==> src/design/mppd_pkg.sv <==
`timescale 1ns / 1ps
`default_nettype none
// ---------------------------------------------------------------------------
// mppd_pkg: shared definitions for the magnetic probe pointer delta block
// Register map, reset values, configuration struct and back-end states.
// ---------------------------------------------------------------------------
package mppd_pkg;

  localparam int SAMPLE_BITS_DEFAULT   = 16;
  localparam int FRACTION_BITS_DEFAULT = 12;

  localparam int THRESHOLD_W = 15;
  localparam int GAIN_W      = 8;
  localparam int CFG_DATA_W  = 15;
  localparam int CFG_INDEX_W = 1;

  localparam logic [CFG_INDEX_W-1:0] REG_THRESHOLD = 1'b0;
  localparam logic [CFG_INDEX_W-1:0] REG_GAIN      = 1'b1;

  localparam logic [THRESHOLD_W-1:0] THRESHOLD_RESET = 15'd1229;
  localparam logic [GAIN_W-1:0]      GAIN_RESET      = 8'd50;

  typedef struct packed {
    logic [THRESHOLD_W-1:0] threshold;
    logic [GAIN_W-1:0]      gain;
  } cfg_t;

  typedef enum logic [2:0] {
    B_IDLE,
    B_ROOT,
    B_FACTOR,
    B_MUL_X,
    B_MUL_Y,
    B_SAT_Y,
    B_EMIT
  } back_state_t;

endpackage
`default_nettype wire

==> src/design/mppd_queue.sv <==
`timescale 1ns / 1ps
`default_nettype none
// ---------------------------------------------------------------------------
// mppd_queue: two-entry queue between front and back
// Decouples classification from the scaling sequencer.
// ---------------------------------------------------------------------------
module mppd_queue #(
  parameter int WIDTH = 50
) (
  input  wire logic             clk,
  input  wire logic             rst,
  input  wire logic             push,
  input  wire logic [WIDTH-1:0] push_data,
  output logic                  push_ready,
  output logic                  pop_valid,
  input  wire logic             pop,
  output logic [WIDTH-1:0]      pop_data
);

  logic [WIDTH-1:0] entries [2];
  logic             wr_ptr;
  logic             rd_ptr;
  logic [1:0]       count;

  assign push_ready = (count != 2'd2);
  assign pop_valid  = (count != 2'd0);
  assign pop_data   = entries[rd_ptr];

  always_ff @(posedge clk) begin
    if (rst) begin
      wr_ptr <= 1'b0;
      rd_ptr <= 1'b0;
      count  <= 2'd0;
    end else begin
      if (push && push_ready) begin
        wr_ptr <= ~wr_ptr;
      end
      if (pop && pop_valid) begin
        rd_ptr <= ~rd_ptr;
      end
      case ({push && push_ready, pop && pop_valid})
        2'b10:   count <= count + 2'd1;
        2'b01:   count <= count - 2'd1;
        default: count <= count;
      endcase
    end
  end

  always_ff @(posedge clk) begin
    if (push && push_ready) begin
      entries[wr_ptr] <= push_data;
    end
  end

endmodule
`default_nettype wire

==> src/design/mppd_front.sv <==
`timescale 1ns / 1ps
`default_nettype none
// ---------------------------------------------------------------------------
// mppd_front: sample intake and classification
// Registers a sample, forms the mirrored delta magnitudes and the depth,
// drops samples with no probe present and queues the rest.
// ---------------------------------------------------------------------------
module mppd_front #(
  parameter int SAMPLE_BITS = 16
) (
  input  wire logic                          clk,
  input  wire logic                          rst,
  input  wire mppd_pkg::cfg_t                cfg,
  input  wire logic                          sample_valid,
  output logic                               sample_ready,
  input  wire logic signed [SAMPLE_BITS-1:0] field_x,
  input  wire logic signed [SAMPLE_BITS-1:0] field_y,
  input  wire logic signed [SAMPLE_BITS-1:0] field_z,
  output logic                               push,
  input  wire logic                          push_ready,
  output logic [3*SAMPLE_BITS+1:0]           entry
);
  import mppd_pkg::*;

  localparam int S  = SAMPLE_BITS;
  localparam int CW = (S > THRESHOLD_W) ? S : THRESHOLD_W;

  logic                stage_valid;
  logic signed [S-1:0] sx;
  logic signed [S-1:0] sy;
  logic signed [S-1:0] sz;
  logic signed [S-1:0] prev_x;
  logic signed [S-1:0] prev_y;

  logic          ge_x, ge_y, zneg, present, retire;
  logic [S:0]    dx_a, dx_b, dy_a, dy_b;
  logic [S-1:0]  mag_x, mag_y, absz, depth;
  logic [CW-1:0] absz_w, thr_w, depth_w;

  always_comb begin
    // Magnitude of each delta from two parallel subtracts
    ge_x  = (sx >= prev_x);
    ge_y  = (sy >= prev_y);
    dx_a  = {sx[S-1], sx} - {prev_x[S-1], prev_x};
    dx_b  = {prev_x[S-1], prev_x} - {sx[S-1], sx};
    dy_a  = {sy[S-1], sy} - {prev_y[S-1], prev_y};
    dy_b  = {prev_y[S-1], prev_y} - {sy[S-1], sy};
    mag_x = ge_x ? dx_a[S-1:0] : dx_b[S-1:0];
    mag_y = ge_y ? dy_a[S-1:0] : dy_b[S-1:0];

    // Most negative Z gives exactly half range, held unsigned
    zneg    = sz[S-1];
    absz    = zneg ? (~sz + 1'b1) : sz;
    absz_w  = CW'(absz);
    thr_w   = CW'(cfg.threshold);
    present = (absz_w > thr_w);
    depth_w = absz_w - thr_w;
    depth   = depth_w[S-1:0];

    retire       = stage_valid && (!present || push_ready);
    push         = stage_valid && present && push_ready;
    sample_ready = !stage_valid || retire;
    // A mirrored delta flips sign
    entry = {(!ge_x) ^ zneg, mag_x, (!ge_y) ^ zneg, mag_y, depth};
  end

  always_ff @(posedge clk) begin
    if (rst) begin
      stage_valid <= 1'b0;
      prev_x      <= '0;
      prev_y      <= '0;
    end else begin
      if (retire) begin
        prev_x <= sx;
        prev_y <= sy;
      end
      if (sample_ready) begin
        stage_valid <= sample_valid;
      end
    end
  end

  always_ff @(posedge clk) begin
    if (sample_valid && sample_ready) begin
      sx <= field_x;
      sy <= field_y;
      sz <= field_z;
    end
  end

endmodule
`default_nettype wire

==> src/design/mppd_back.sv <==
`timescale 1ns / 1ps
`default_nettype none
// ---------------------------------------------------------------------------
// mppd_back: depth scaling sequencer
// Bit-per-cycle square root of the depth, gain multiply, one shared delta
// multiplier, truncation and saturation, and the result register.
// ---------------------------------------------------------------------------
module mppd_back #(
  parameter int SAMPLE_BITS   = 16,
  parameter int FRACTION_BITS = 12
) (
  input  wire logic                       clk,
  input  wire logic                       rst,
  input  wire mppd_pkg::cfg_t             cfg,
  input  wire logic                       pop_valid,
  output logic                            pop_ready,
  input  wire logic [3*SAMPLE_BITS+1:0]   entry,
  output logic                            move_valid,
  input  wire logic                       move_ready,
  output logic signed [SAMPLE_BITS-1:0]   move_x,
  output logic signed [SAMPLE_BITS-1:0]   move_y
);
  import mppd_pkg::*;

  localparam int S     = SAMPLE_BITS;
  localparam int F     = FRACTION_BITS;
  localparam int RW    = (S + F + 1) / 2;
  localparam int RAD_W = 2 * RW;
  localparam int REM_W = RW + 2;
  localparam int CNT_W = $clog2(RW);
  localparam int FW    = RW + GAIN_W;
  localparam int PW    = S + FW;
  localparam int PWE   = (PW > 65) ? PW : 65;
  localparam logic [PWE-1:0] HALF    = {{(PWE-1){1'b0}}, 1'b1} << (S - 1);
  localparam logic [PWE-1:0] HALF_M1 = HALF - 1'b1;

  back_state_t state, state_next;

  logic             neg_x, neg_y;
  logic [S-1:0]     mag_x, mag_y;
  logic [RAD_W-1:0] rad;
  logic [REM_W-1:0] rem;
  logic [RW-1:0]    root;
  logic [CNT_W-1:0] cnt;
  logic [FW-1:0]    factor;
  logic [PW-1:0]    prod;
  logic [S-1:0]     res_x, res_y;

  logic [REM_W+1:0] acc, trial, diff;
  logic             take, res_nz, load_out;

  function automatic logic [S-1:0] scale(input logic neg, input logic [PW-1:0] p);
    logic [PWE-1:0] pe;
    logic [PWE-1:0] q;
    logic           ovf;
    logic [S-1:0]   qs;
    pe  = PWE'(p);
    ovf = |pe[PWE-1:64];
    q   = pe >> (2 * F);
    if (neg) begin
      qs    = (ovf || q > HALF) ? HALF[S-1:0] : q[S-1:0];
      scale = ~qs + 1'b1;
    end else begin
      qs    = (ovf || q > HALF_M1) ? HALF_M1[S-1:0] : q[S-1:0];
      scale = qs;
    end
  endfunction

  // One root bit per step: bring down two radicand bits, trial subtract
  always_comb begin
    acc   = {rem, rad[RAD_W-1 -: 2]};
    trial = (REM_W+2)'({root, 2'b01});
    take  = (acc >= trial);
    diff  = acc - trial;
  end

  assign res_nz = (res_x != '0) || (res_y != '0);

  always_ff @(posedge clk) begin
    if (rst) begin
      state <= B_IDLE;
    end else begin
      state <= state_next;
    end
  end

  always_comb begin
    state_next = state;
    pop_ready  = 1'b0;
    load_out   = 1'b0;
    case (state)
      B_IDLE: begin
        pop_ready = 1'b1;
        if (pop_valid) begin
          state_next = B_ROOT;
        end
      end
      B_ROOT: begin
        if (cnt == '0) begin
          state_next = B_FACTOR;
        end
      end
      B_FACTOR: state_next = B_MUL_X;
      B_MUL_X:  state_next = B_MUL_Y;
      B_MUL_Y:  state_next = B_SAT_Y;
      B_SAT_Y:  state_next = B_EMIT;
      B_EMIT: begin
        // Drop a move that came out zero on both axes
        if (!res_nz) begin
          state_next = B_IDLE;
        end else if (!move_valid || move_ready) begin
          load_out   = 1'b1;
          state_next = B_IDLE;
        end
      end
      default: state_next = B_IDLE;
    endcase
  end

  always_ff @(posedge clk) begin
    case (state)
      B_IDLE: begin
        if (pop_valid) begin
          {neg_x, mag_x, neg_y, mag_y} <= entry[3*S+1:S];
          rad  <= RAD_W'({entry[S-1:0], {F{1'b0}}});
          rem  <= '0;
          root <= '0;
          cnt  <= CNT_W'(RW - 1);
        end
      end
      B_ROOT: begin
        rad  <= rad << 2;
        rem  <= take ? diff[REM_W-1:0] : acc[REM_W-1:0];
        root <= {root[RW-2:0], take};
        cnt  <= cnt - 1'b1;
      end
      B_FACTOR: factor <= FW'(root) * FW'(cfg.gain);
      B_MUL_X:  prod   <= PW'(mag_x) * PW'(factor);
      B_MUL_Y: begin
        res_x <= scale(neg_x, prod);
        prod  <= PW'(mag_y) * PW'(factor);
      end
      B_SAT_Y: res_y <= scale(neg_y, prod);
      default: ;
    endcase
  end

  always_ff @(posedge clk) begin
    if (rst) begin
      move_valid <= 1'b0;
    end else if (load_out) begin
      move_valid <= 1'b1;
    end else if (move_ready) begin
      move_valid <= 1'b0;
    end
  end

  always_ff @(posedge clk) begin
    if (load_out) begin
      move_x <= res_x;
      move_y <= res_y;
    end
  end

endmodule
`default_nettype wire

==> src/design/magnetic_probe_pointer_delta.sv <==
`timescale 1ns / 1ps
`default_nettype none
// ---------------------------------------------------------------------------
// magnetic_probe_pointer_delta: magnetometer sample to relative pointer move
// Front stage classifies samples, a two-entry queue feeds the scaling
// sequencer, which emits a saturated move when either axis is nonzero.
//
//   channel  | signals                             | role
//   ---------+-------------------------------------+-------------------------
//   sample   | sample_valid/ready, field_x/y/z     | magnetometer sample in
//   move     | move_valid/ready, move_x/y          | relative move out
//   config   | cfg_write, cfg_index, cfg_data      | register write, no wait
//
// A sample is registered in the front stage; samples with no probe present
// retire there at one per cycle. A present sample holds the back sequencer
// through its square root (one bit per cycle), factor, X multiply, Y multiply,
// Y saturate and emit states; in emit the move waits until the result
// register is free. The queue and the result register let the front keep
// taking samples while a move waits. Reset is synchronous and clears the
// previous X and Y, the registers to their defaults and all valid flags.
// ---------------------------------------------------------------------------
module magnetic_probe_pointer_delta #(
  parameter int SAMPLE_BITS   = mppd_pkg::SAMPLE_BITS_DEFAULT,
  parameter int FRACTION_BITS = mppd_pkg::FRACTION_BITS_DEFAULT
) (
  input  wire logic                                  clk,
  input  wire logic                                  rst,
  input  wire logic                                  cfg_write,
  input  wire logic [mppd_pkg::CFG_INDEX_W-1:0]      cfg_index,
  input  wire logic [mppd_pkg::CFG_DATA_W-1:0]       cfg_data,
  input  wire logic                                  sample_valid,
  output logic                                       sample_ready,
  input  wire logic signed [SAMPLE_BITS-1:0]         field_x,
  input  wire logic signed [SAMPLE_BITS-1:0]         field_y,
  input  wire logic signed [SAMPLE_BITS-1:0]         field_z,
  output logic                                       move_valid,
  input  wire logic                                  move_ready,
  output logic signed [SAMPLE_BITS-1:0]              move_x,
  output logic signed [SAMPLE_BITS-1:0]              move_y
);
  import mppd_pkg::*;

  localparam int ENTRY_W = 3 * SAMPLE_BITS + 2;

  cfg_t               cfg;
  logic               q_push, q_space, q_valid, q_pop;
  logic [ENTRY_W-1:0] q_in, q_out;

  always_ff @(posedge clk) begin
    if (rst) begin
      cfg.threshold <= THRESHOLD_RESET;
      cfg.gain      <= GAIN_RESET;
    end else if (cfg_write) begin
      case (cfg_index)
        REG_THRESHOLD: cfg.threshold <= cfg_data[THRESHOLD_W-1:0];
        REG_GAIN:      cfg.gain      <= cfg_data[GAIN_W-1:0];
        default:       ;
      endcase
    end
  end

  mppd_front #(
    .SAMPLE_BITS (SAMPLE_BITS)
  ) u_front (
    .clk          (clk),
    .rst          (rst),
    .cfg          (cfg),
    .sample_valid (sample_valid),
    .sample_ready (sample_ready),
    .field_x      (field_x),
    .field_y      (field_y),
    .field_z      (field_z),
    .push         (q_push),
    .push_ready   (q_space),
    .entry        (q_in)
  );

  mppd_queue #(
    .WIDTH (ENTRY_W)
  ) u_queue (
    .clk        (clk),
    .rst        (rst),
    .push       (q_push),
    .push_data  (q_in),
    .push_ready (q_space),
    .pop_valid  (q_valid),
    .pop        (q_pop),
    .pop_data   (q_out)
  );

  mppd_back #(
    .SAMPLE_BITS   (SAMPLE_BITS),
    .FRACTION_BITS (FRACTION_BITS)
  ) u_back (
    .clk        (clk),
    .rst        (rst),
    .cfg        (cfg),
    .pop_valid  (q_valid),
    .pop_ready  (q_pop),
    .entry      (q_out),
    .move_valid (move_valid),
    .move_ready (move_ready),
    .move_x     (move_x),
    .move_y     (move_y)
  );

  a_no_zero_move: assert property (@(posedge clk) disable iff (rst)
    move_valid |-> (move_x != '0 || move_y != '0))
    else $error("zero move presented");

  a_no_push_when_full: assert property (@(posedge clk) disable iff (rst)
    !(q_push && !q_space))
    else $error("front pushed into a full queue");

  a_gain_write: assert property (@(posedge clk) disable iff (rst)
    (cfg_write && cfg_index == REG_GAIN) |=> (cfg.gain == $past(cfg_data[GAIN_W-1:0])))
    else $error("gain register did not take the write");

endmodule
`default_nettype wire
==> config.mk <==
export PLATFORM = sky130hd
export DESIGN_NAME = magnetic_probe_pointer_delta
export DESIGN_NICKNAME = d
export VERILOG_FILES = /design/src/design/mppd_pkg.sv /design/src/design/mppd_queue.sv /design/src/design/mppd_front.sv /design/src/design/mppd_back.sv /design/src/design/magnetic_probe_pointer_delta.sv
export SDC_FILE = /design/constraint.sdc
export NUM_CORES = 2
export LEC_CHECK = 0
export BUFFER_PORTS_ARGS = -buffer_cell sky130_fd_sc_hd__buf_4
export CAP_MARGIN = 10
export CORE_ASPECT_RATIO = 1.5
export CORE_MARGIN = 2
export CORE_UTILIZATION = 55
export DETAILED_ROUTE_END_ITERATION = 16
export PLACE_DENSITY = 0.75
export SKIP_LAST_GASP = 1
export SLEW_MARGIN = 0
export SYNTH_ARGS = -nofsm -noshare
export SYNTH_HDL_FRONTEND = slang
export SYNTH_SLANG_ARGS = --single-unit
==> constraint.sdc <==
create_clock -name clk -period 9.2 [get_ports clk]
set_input_delay 1.84 -clock clk [delete_from_list [all_inputs] [get_ports clk]]
set_output_delay 1.84 -clock clk [all_outputs]
set_load 0.03 [all_outputs]
## Yosys cells after proc, flatten, opt, wreduce, memory -nomap -nowiden

Memory sizes are Yosys's and may differ from the RTL's. A register that Yosys moved wholly into a read port is not among the register bits.
Cells that the tools add are included.

| storage, ports and cells | value |
|---|---|
| flip-flop bits (word level) | 332 |
| bits in latches | 0 |
| RAM bits | 100 |
| bits in read-only memories | 0 |
| bits of input ports | 69 |
| output and inout bits | 34 |
| memories kept | 1 |

| cells by class | value |
|---|---|
| add/sub/neg operators | 11 |
| multiply operators | 3 |
| div/mod/pow operators | 0 |
| magnitude comparators | 6 |
| eq/ne operators | 12 |
| shift-type cells | 0 |
| muxes and demuxes | 33 |
| bitwise gates (word level) | 7 |
| reduce and logical (&&, ||, !) cells | 29 |

Memories:

| name | words | bits a word | read ports | clocked after Yosys merged registers in | wr ports | line | text |
|---|---|---|---|---|---|---|---|
| u_queue.entries | 2 | 50 | 1 | 1 | 1 | mppd_queue.sv:20 | `logic [WIDTH-1:0] entries [2];` |

Operator list:

| kind | count |
|---|---|
| $mux 16 | 8 |
| $sub 16x16->16 | 5 |
| $mul 16x22->38 | 2 |
| $pmux 38 s2 | 1 |
| $pmux 28 s2 | 1 |
| $add 16x1->16 const B | 2 |
| $ge 16x16->1 | 2 |
| $not 16->16 | 2 |
| $pmux 16 s2 | 1 |
| $reduce_bool 16->1 | 2 |
| $mux 28 | 1 |
| $pmux 14 s2 | 1 |
| $mul 14x8->22 | 1 |
| $pmux 3 s7 | 1 |
| $ge 18x16->1 | 1 |
| $gt 14x16->1 const B | 1 |
| $gt 16x15->1 | 1 |
| $sub 16x15->16 | 1 |
| $gt 14x15->1 const B | 1 |
| $mux 15 | 1 |
| $mux 14 | 1 |
| $mux 3 | 4 |
| $mux 1 | 10 |
| $reduce_bool 2->1 | 5 |
| 23 further kinds | 45 |

## Depth between registers and ports, before layout

| logic depth | value |
|---|---|
| word-level depth | 9 |
| depth in mapped cells | 25 |

## Hierarchy

From an unflattened synthesis, not the netlist that was laid out.

| second synthesis, totals | value |
|---|---|
| cell total of the unflattened synthesis | 4,451 |
| area total of the unflattened synthesis | 44,141.1 µm² |

Modules (own cells, without submodules):

| module | instances | cells each | area an instance (µm²) |
|---|---|---|---|
| mppd_back | 1 | 3,371 | 32,303.5 |
| mppd_front | 1 | 799 | 7,010.5 |
| mppd_queue | 1 | 180 | 3,817.4 |
| magnetic_probe_pointer_delta | 1 | 101 | 1,009.7 |

## Least setup slack after synthesis

OpenSTA, ideal clock, no wires.

| timing | value |
|---|---|
| path type | reg-to-reg |
| start | register u_back.mag_x[4] |
| end | register u_back.prod[35] (data pin) |
| library setup time | 0.272 ns |
| arrival | 6.184 ns |
| required time | 8.928 ns |
| slack | 2.744 ns |
| cell stages (with the launch flop) | 24 |
| buffers on the path | 1 |
| path through | edfxtp_1 clkbuf_1 and2_1 fa_1 inv_1 fa_1 fa_1 inv_1 fa_1 fa_1 inv_1 fa_1 inv_1 ha_1 a21o_1 a211oi_1 or3b_1 a221oi_1 a21o_1 a21oi_1 nor3_1 o21bai_1 a211oi_1 o22ai_1 |

| between the ends | value |
|---|---|
| cells in the longest elaborated chain, start to end | 2 |

RTL lines:

| item | line | text |
|---|---|---|
| start: declaration | mppd_back.sv:40 | `logic [S-1:0] mag_x, mag_y;` |
| start signal: assignment | mppd_back.sv:124 | `{neg_x, mag_x, neg_y, mag_y} <= entry[3*S+1:S];` |
| $mul 16x22->38 | mppd_back.sv:138 | `B_MUL_X: prod <= PW'(mag_x) * PW'(factor);` |
| $pmux 38 s2 | mppd_back.sv:121 | `case (state)` |
| end signal: assignment | mppd_back.sv:138 |  |
| end signal: assignment | mppd_back.sv:141 | `prod <= PW'(mag_y) * PW'(factor);` |
| end: declaration | mppd_back.sv:46 | `logic [PW-1:0] prod;` |

No other way between the ends.
A chain may end at the register's enable or synchronous reset.

## Worst setup path in the final report

| timing | value |
|---|---|
| start | register u_back.factor[8] |
| end | register u_back.prod[35] (data pin) |

| between the ends | value |
|---|---|
| cells in the longest elaborated chain, start to end | 2 |
| elaborated cells between the ends (all ways) | 3 |
| those cells by class | mul: 2; mux: 1 |

RTL lines:

| item | line | text |
|---|---|---|
| start: declaration | mppd_back.sv:45 | `logic [FW-1:0] factor;` |
| start signal: assignment | mppd_back.sv:137 | `B_FACTOR: factor <= FW'(root) * FW'(cfg.gain);` |
| $mul 16x22->38 (on tied branches) | mppd_back.sv:141, mppd_back.sv:138 |  |
| $pmux 38 s2 (*) | mppd_back.sv:121 |  |

Mark *: on every way between the ends. The rest lies on a longest branch, timed or not.

==> flow_metrics.env <==
export IMPL_outcome="finished, final reports clean"
export IMPL_die_x_um=233
export IMPL_holdPathStages=0
export IMPL_max_stage_delay_ns=1.14
export IMPL_ys_ff_latch=397
export IMPL_clock_sinks=397
export IMPL_ys_seq_area_share_pct=26.0
export IMPL_yosysWarnings=0
export IMPL_synth_fa_ha_area_share_pct=39.4
export IMPL_synthSimpleGateAreaFrac_pct=14.1
export IMPL_postCtsResizedCells=0
export IMPL_setup_tns_ns=0
export IMPL_crit_type="flip-flop to flip-flop"
export IMPL_synth_xor_area_share_pct=2.91
export IMPL_r2r_start="u_back.factor[8]$_DFFE_PP_"
export IMPL_synth_area_leader_cell="fa_1"
export IMPL_synth_edf_count=332
export IMPL_wire_per_inst_um=18.2
export IMPL_drt_pass1_iter_count=6
export IMPL_crit_family="adder cells"
export IMPL_hold_class="flip-flop to flip-flop"
export IMPL_rr_endpoint="u_back.prod[35]$_DFFE_PP_"
export IMPL_fin_crit_sh_pct=84.1
export IMPL_drive_gt1_share_pct=6.46
export IMPL_synth_top_area_share_pct=29.2
export IMPL_worst_hold_path_endpoint="u_back.move_y[8]$_DFFE_PP_"
export IMPL_max_freq_mhz=129
export IMPL_area_growth_pct=6.95
export IMPL_die_area_mm2=0.0810
export IMPL_synth_top_family_by_area="adder cells"
export IMPL_final_fill_count=6443
export IMPL_rrSetupSlack_ns=1.46
export IMPL_viasPerCell=5.49
export IMPL_cts_tree="built"
export IMPL_grt_antenna_before_repair=0
export IMPL_synth_compound_area_share_pct=5.59
export IMPL_grt_util_all_layers_pct=25.2
export IMPL_max_cap_viol_count=0
export IMPL_setup_violations_final=0
export IMPL_finClkSkew_ns=0.0440
export IMPL_io_pins=103
export IMPL_grt_overflow=0
export IMPL_tightest_slew_ns=1.20
export IMPL_netlist_area_mm2=0.0433
export IMPL_route_detailed_drc=0
export IMPL_fin_nets=5386
export IMPL_end_kind="flip-flop"
export IMPL_vias=29600
export IMPL_wl_um=97800
export IMPL_path_buf_inv=4
export IMPL_arrival_ns=8.06
export IMPL_cts_hold_buf=0
export IMPL_path_cells="buf_4 > nand2_1 > fa_1 > inv_1 > fa_1 > fa_1 > fa_1 > fa_1 > inv_1 > fa_1 > inv_1 > ha_1 > a21oi_1 > nand3_1 > o31ai_1 > o21ai_0 > o211ai_1 > nand3b_1 > a21oi_1 > xor2_1 > o22ai_1"
export IMPL_die_h_um=348
export IMPL_dpl_hpwl_um=77300
export IMPL_grt_max_degree=65
export IMPL_finalHoldViolations=0
export IMPL_path_clk_slew_ns=0.07
export IMPL_hold_start="u_back.res_y[8]$_DFFE_PN_"
export IMPL_first_iter_violations=1705
export IMPL_portBuffers=102
export IMPL_h_tree_depth=2
export IMPL_slew_viol_final=0
export IMPL_rows=126
export IMPL_worstSkewPairLatency_ns=0.59
export IMPL_reg2reg_depth=21
export IMPL_cts_buffer_depth=3
export IMPL_grt_pass1_vias=32000
export IMPL_initial_core_util_pct=55.2
export IMPL_antenna_cells=0
export IMPL_cp_common_cell="fa_1"
export IMPL_post_cts_buffers=0
export IMPL_coreArea_mm2=0.0784
export IMPL_layout_common_cells="845 x inv_1, 631 x fa_1, 611 x nand2_1, 353 x ha_1, 337 x and2_1"
export IMPL_grt_pass1_wl_um=161000
export IMPL_clockRootBuffer="clkbuf_16"
export IMPL_synth_ff_type="edfxtp_1"
export IMPL_gp_congestion=0.918
export IMPL_rsz0062_at_grt="false"
export IMPL_synthCells=4337
export IMPL_final_min_clock_period_ns=7.74
export IMPL_final_common_cell="inv_1"
export IMPL_required_ns=9.52
export IMPL_critical_path_peak_fanout=27
export IMPL_syn_avg_cell_area_um2=9.98
export IMPL_cpMaxStageDelayCell="edfxtp_1"
export IMPL_synth_nets=5390
export IMPL_cts_buffers=38
export IMPL_ant_nets=0
export IMPL_slew_headroom_pct=19.8
export IMPL_ys_async_sr_fraction_pct=0
export IMPL_synthDistinctLibCells=66
export IMPL_cp_start_kind="flip-flop"
export IMPL_synth_area_top_cells="fa_1 29%, edfxtp_1 23%, ha_1 10%"
export IMPL_synthMuxAreaShare_pct=2.85
[stage by stage]
step                      setup WS, ns  util [%]  cell area (um^2)  hold WS, ns  instances
final                             1.46      59.1             46300        0.448       5386
after detailed placement          1.53      57.5             45000        0.437       5317
after CTS                         1.53      59.1             46300        0.452       5386
after global routing              1.21      59.1             46300        0.467       5386
after global placement            1.68      57.5             45000        0.431       5317
after floorplan                   2.74         -             43300        0.427       4337
[area by class of cell]
cell class | instances | area [um^2] | area share (%)
multi-input cells | 2893 | 28100 | 60.7
clock buffers | 47 | 1040 | 2.24
inverters | 845 | 3170 | 6.85
well taps | 1024 | 1280 | 2.77
flip-flops and latches | 397 | 11300 | 24.4
clock inverters | 22 | 218 | 0.470
repair buffers | 158 | 1200 | 2.59
[cell usage after synthesis (65+ instances only)]
library cell and count:
a21oi_1 100, fa_1 631, inv_1 845, a21o_1 65, nor2_1 131, o21ai_0 75
clkbuf_1 189, ha_1 353, dfxtp_1 65, mux2i_1 84, edfxtp_1 332, xnor2_1 101
nand2_1 611, and2_1 338
[worst reg2reg max path, cell delays in order (launching register included)]
cell and delay [ns]:
edfxtp_1 1.14, buf_4 0.32, nand2_1 0.09, fa_1 0.59
inv_1 0.05, fa_1 0.49, fa_1 0.57, fa_1 0.44
fa_1 0.49, inv_1 0.05, fa_1 0.47, inv_1 0.04
ha_1 0.28, a21oi_1 0.25, nand3_1 0.12, o31ai_1 0.60
o21ai_0 0.49, o211ai_1 0.35, nand3b_1 0.16, a21oi_1 0.19
xor2_1 0.20, o22ai_1 0.11
[cells by family after synthesis]
| kind of cell | count (synthesis) |
|---|---|
| and+or+nand+nor | 1269 |
| buffers and inverters | 1047 |
| adders and majority gates | 984 |
| DFF | 397 |
| AOI/OAI and AO/OA | 377 |
| xor gates and xnor gates | 144 |
| muxes | 119 |
[routing by layer]
layer  GRT usage (%)  up-vias  share of wire, %
met2            46.3      926                53
met3            2.18      345               4.5
li1                -    13500                 -
met4            15.6        0               7.2
met5               0        -                 0
met1            27.9    14800                35
[worst max path at each step]
stage | start | to | slack (ns) | cells after the start
2_1_floorplan | u_back.mag_x[4]$_DFFE_PP_ | u_back.prod[35]$_DFFE_PP_ | 2.74 | 23
5_1_grt | u_back.factor[8]$_DFFE_PP_ | u_back.prod[35]$_DFFE_PP_ | 1.21 | 21
3_3_place_gp | u_back.factor[8]$_DFFE_PP_ | u_back.prod[36]$_DFFE_PP_ | 1.68 | 21
4_1_cts | u_back.factor[8]$_DFFE_PP_ | u_back.prod[35]$_DFFE_PP_ | 1.53 | 21
6_report | u_back.factor[8]$_DFFE_PP_ | u_back.prod[35]$_DFFE_PP_ | 1.46 | 21
3_5_place_dp | u_back.factor[8]$_DFFE_PP_ | u_back.prod[35]$_DFFE_PP_ | 1.53 | 21
[registers in the layout, indices dropped and copies added (netlist names), 2 cells and up, named ones only]
register,count
cfg,23
u_back.cnt,4
u_back.factor,22
u_back.mag_x,16
u_back.mag_y,16
u_back.move_x,16
u_back.move_y,16
u_back.prod,14
u_back.rad,16
u_back.rem,16
u_back.res_x,16
u_back.res_y,16
u_back.root,14
u_back.state,3
u_front.prev_x,16
u_front.prev_y,16
u_front.sx,16
u_front.sy,16
u_front.sz,16
u_queue.count,2
u_queue.entries,100
Power is not shown: default switching activity piles up to over one toggle a cycle in this logic, so the estimate is an artifact.
